### config.mk
export PLATFORM = sky130hd
export DESIGN_NAME = pba_outq
export DESIGN_NICKNAME = d
export VERILOG_FILES = /design/src/design/pba_pkg.sv /design/src/design/pba_outq.sv
export SDC_FILE = /design/constraint.sdc
export NUM_CORES = 1
export LEC_CHECK = 0
export ABC_AREA = 1
export BUFFER_PORTS_ARGS = -buffer_cell sky130_fd_sc_hd__buf_4
export CAP_MARGIN = 20
export CORE_MARGIN = 2
export CORE_UTILIZATION = 30
export DETAILED_ROUTE_END_ITERATION = 10
export PLACE_DENSITY_LB_ADDON = 0.1
export SYNTH_ARGS = -nofsm -noshare
export SYNTH_HDL_FRONTEND = slang
export SYNTH_SLANG_ARGS = --single-unit
### constraint.sdc
create_clock -name clk -period 4.3 [get_ports clk]
set_clock_uncertainty 0.15 [all_clocks]
set_input_delay 0.86 -clock clk [delete_from_list [all_inputs] [get_ports clk]]
set_output_delay 0.86 -clock clk [all_outputs]
set_load 0.05 [all_outputs]
### src/design/pba_pkg.sv
package pba_pkg;

  typedef enum logic [2:0] {
    OP_BEGIN = 3'd0,
    OP_WRITE = 3'd1,
    OP_READ  = 3'd2,
    OP_PEEK  = 3'd3,
    OP_SKIP  = 3'd4,
    OP_CLEAR = 3'd5,
    OP_RESET = 3'd6,
    OP_NOP   = 3'd7
  } op_t;

  // controller -> datapath
  typedef struct packed {
    logic take;         // input item accepted this cycle
    logic push_status;  // queue the single status result of that item
    logic push_byte;    // queue the next byte of a read or peek
  } cmd_t;

  // datapath -> controller
  typedef struct packed {
    logic rd_go;    // current input is a read or peek that returns bytes
    logic rd_last;  // byte being emitted is the final one
  } stat_t;

  typedef struct packed {
    logic [7:0]  out_byte;
    logic        byte_valid;
    logic        last_result;
    logic        accepted;
    logic [12:0] bytes_available;
    logic [12:0] space_free;
    logic [31:0] drop_total;
  } result_t;

endpackage

### src/design/pba_outq.sv
module pba_outq (
  input  logic             clk,
  input  logic             rst,
  input  logic             push,
  input  pba_pkg::result_t din,
  output logic             q_space,
  output logic             out_valid,
  input  logic             out_ready,
  output pba_pkg::result_t dout
);
  import pba_pkg::*;

  result_t    slot [2];
  logic       head;
  logic [1:0] count;
  logic       pop;
  logic       tail;

  assign q_space   = (count != 2'd2);
  assign out_valid = (count != 2'd0);
  assign pop       = out_valid && out_ready;
  assign tail      = head ^ count[0];
  assign dout      = slot[head];

  always_ff @(posedge clk) begin
    if (rst) begin
      head  <= 1'b0;
      count <= 2'd0;
    end else begin
      if (pop) head <= ~head;
      count <= count + 2'(push) - 2'(pop);
    end
  end

  always_ff @(posedge clk) begin
    if (push) slot[tail] <= din;
  end

endmodule
==> results.py <==
metrics = {
    "clock_network": {
        "tritoncts": "done",
        "h-tree-depth": 4,
        "post_cts_resized": 0,
        "postCtsSetupRepairBufs": 0,
        "cts_sinks": 142,
        "clockRootBuffer": "clkbuf_16",
        "numCtsBuffers": 17,
        "insertion_delay_ns": 0.42,
        "cts_max_path_buffers": 2,
        "holdBufCountCts": 0,
        "clk_pin_slew_ns": 0.06,
    },
    "global_route": {
        "grt_pass1_wl_um": 15240,
        "grt_pass1_vias": 2936,
        "antenna_found_initial": 0,
        "grt-ovfl-total": 0,
        "grt_max_degree": 70,
        "grtUsageTotal_pct": 11.45,
    },
    "power": {
        "vdd_ir_drop_max_uv": 315.3,
        "swShare_pct": 36.81,
        "p_leak_nw": 2.707,
        "p_clk_share_pct": 26.3,
        "share_seq_of_total_power_pct": 37.3,
        "power_density_nw_per_um2": 794.3,
        "power_frac_comb_pct": 36.4,
        "power.internal_mw": 3.600,
        "p_sw_mw": 2.097,
    },
    "placement": {
        "gp_congestion": 0.6507,
        "hpwl_um": 6085,
        "port_buffers": 143,
        "dpl.cell_count": 610,
        "post-place-ws_ns": 1.531,
        "dpl_cell_area_sq_um": 6569,
    },
    "worst_setup_path": {
        "critPathArrivalTime_ns": 2.15,
        "cp.required_ns": 3.29,
        "critPathKind": "register to primary output",
        "timing.rr.start": "count[0]",
        "worst_setup_path_end_kind": "primary output",
        "critPathMaxFanout": 69,
        "r2r_slack_ns": 2.14,
        "cp-start-kind": "register",
    },
    "flow_run": {
        "max_cap_viol_count": 0,
    },
    "route": {
        "firstDrtPassIters": 4,
        "wl_um": 10220,
        "routedWlPerCell_um": 15.92,
        "num_vias": 2734,
        "dr.first_iter.drc_count": 152,
        "drc": 0,
        "vias_per_cell": 4.259,
        "drtAntennaViolNets": 0,
    },
    "floorplan": {
        "die_x_um": 136.2,
        "start_util_pct": 30.52,
        "core_sq_um": 17180,
        "ios": 144,
        "die_area_sq_um": 18550,
        "fp.dieH_um": 136.2,
        "fp-row-count": 48,
    },
    "logic_synthesis": {
        "synth_warnings": 0,
        "avgSynthCellArea_sq_um": 21.05,
        "syn_nets": 324,
        "synth_area_leader_cell": "edfxtp_1",
        "syn-cell-area_sq_um": 5243,
        "syn_inst": 249,
        "seq_area_frac_synth_pct": 80.57,
        "yosys-top-cells-area": "edfxtp_1, mux2_2, mux2_4",
        "ys_seq_elements": 142,
        "synth_top_area_share_pct": 79.05,
        "synthDistinctLibCells": 15,
    },
    "outcome": {
        "outcome": "complete, no violations",
    },
    "cells_and_area": {
        "final_common_cell": "buf_4",
        "fin_cells": 642,
        "stdcell_area_sq_um": 7173,
        "syn_to_final_growth_pct": 36.83,
        "antenna_cells": 0,
        "layout.nets": 479,
        "final_cell_mix": "buf_4, edfxtp_1, mux2_2",
        "drive_gt1_share_pct": 58.27,
    },
    "sta": {
        "rsz0062_at_grt": "no",
        "min_period_ns": 3.157,
        "final_max_slew_viol_count": 0,
        "worst_pin_slew_ns": 1.056,
        "finalCritPeriodShare_pct": 73.42,
        "hold_violations": 0,
        "whs_ns": 0.4095,
        "postLayoutSetupSlackWorst_ns": 1.143,
        "setup_tns_ns": 0,
        "final-setup-viol-count": 0,
        "slew_headroom_pct": 29.60,
        "clock.fmax_mhz": 316.7,
    },
    "min_path": {
        "hp-start": "head",
        "hold_class": "register to register",
    },
}
==> worst paths after layout <==
| check | end | depth (start not counted) |
|---|---|---|
| min | register | 2 |
| max reg2reg | slot[1][55] | 2 |
| max | dout[4] | 2 |
| min reg2reg | register | 2 |
==> per-stage QoR <==
step / power [mW] / util [%]
floorplan: 3.629 / -
global placement: 4.257 / 38.24
detailed placement: 4.274 / 38.24
CTS: 5.799 / 41.76
global route: 5.950 / 41.76
finish: 5.697 / 41.76
==> routing by layer <==
| layer | vias to the layer above | global-route usage, % | wire length, um |
|---|---|---|---|
| li1 | 1272 | - | - |
| met1 | 1352 | 12.68 | 4122 |
| met2 | 95 | 18.54 | 5054 |
| met3 | 15 | 5.332 | 833 |
| met4 | 0 | 5.729 | 207 |
| met5 | - | 0 | 0 |
==> sequential cells by signal, summed over array words and instances, names as in the netlist, named ones only <==
signal  count
count       2
slot      138
head        1
==> final cells by class <==
| cell class | count | area, sq um |
|---|---|---|
| timing repair buffer | 144 | 1094 |
| multi-input combinational | 90 | 932.1 |
| inverter | 9 | 33.78 |
| tap | 225 | 281.5 |
| clock buffer | 19 | 432.9 |
| clock inverter | 13 | 171.4 |
| sequential | 142 | 4228 |
| fill | 1628 | 10000 |
==> synth_stat cells <==
cell type,count
and2_1,1
ha_1,2
mux2_2,59
buf_8,1
xor2_1,1
nand2_1,6
nor2_1,8
nand3_1,2
mux2_4,10
a21oi_1,1
inv_1,9
buf_2,5
buf_6,2
edfxtp_1,138
dfxtp_1,4
==> power groups by stage <==
stage          clock (mW)  sequential [mW]  combinational (mW)
2_1_floorplan           0             2.06                1.57
3_3_place_gp            0             2.15                2.11
3_5_place_dp            0             2.16                2.11
4_1_cts              1.55             2.13                2.12
5_1_grt              1.59             2.17                2.19
6_report             1.50             2.12                2.07
==> cell families (layout without fill, tap and decap cells) <==
| logic type | count (synthesis) | after routing | share of synthesized area [%] |
|---|---|---|---|
| flip-flops | 142 | 142 | 80.57 |
| multiplexers | 69 | 69 | 15.54 |
| AND/OR/NAND/NOR | 17 | 17 | 1.313 |
| buffers and inverters | 17 | 185 | 1.837 |
| adder cells (fa/ha/maj) | 2 | 2 | 0.4773 |
| AO/OA/AOI/OAI | 1 | 1 | 0.09537 |
| XOR/XNOR | 1 | 1 | 0.1671 |
==> critical path, stage by stage, from the launching register on <==
cell	delay, ns
dfxtp_4	1.04
mux2_2	0.44
buf_4	0.19
(Power assumes the default switching activity.)
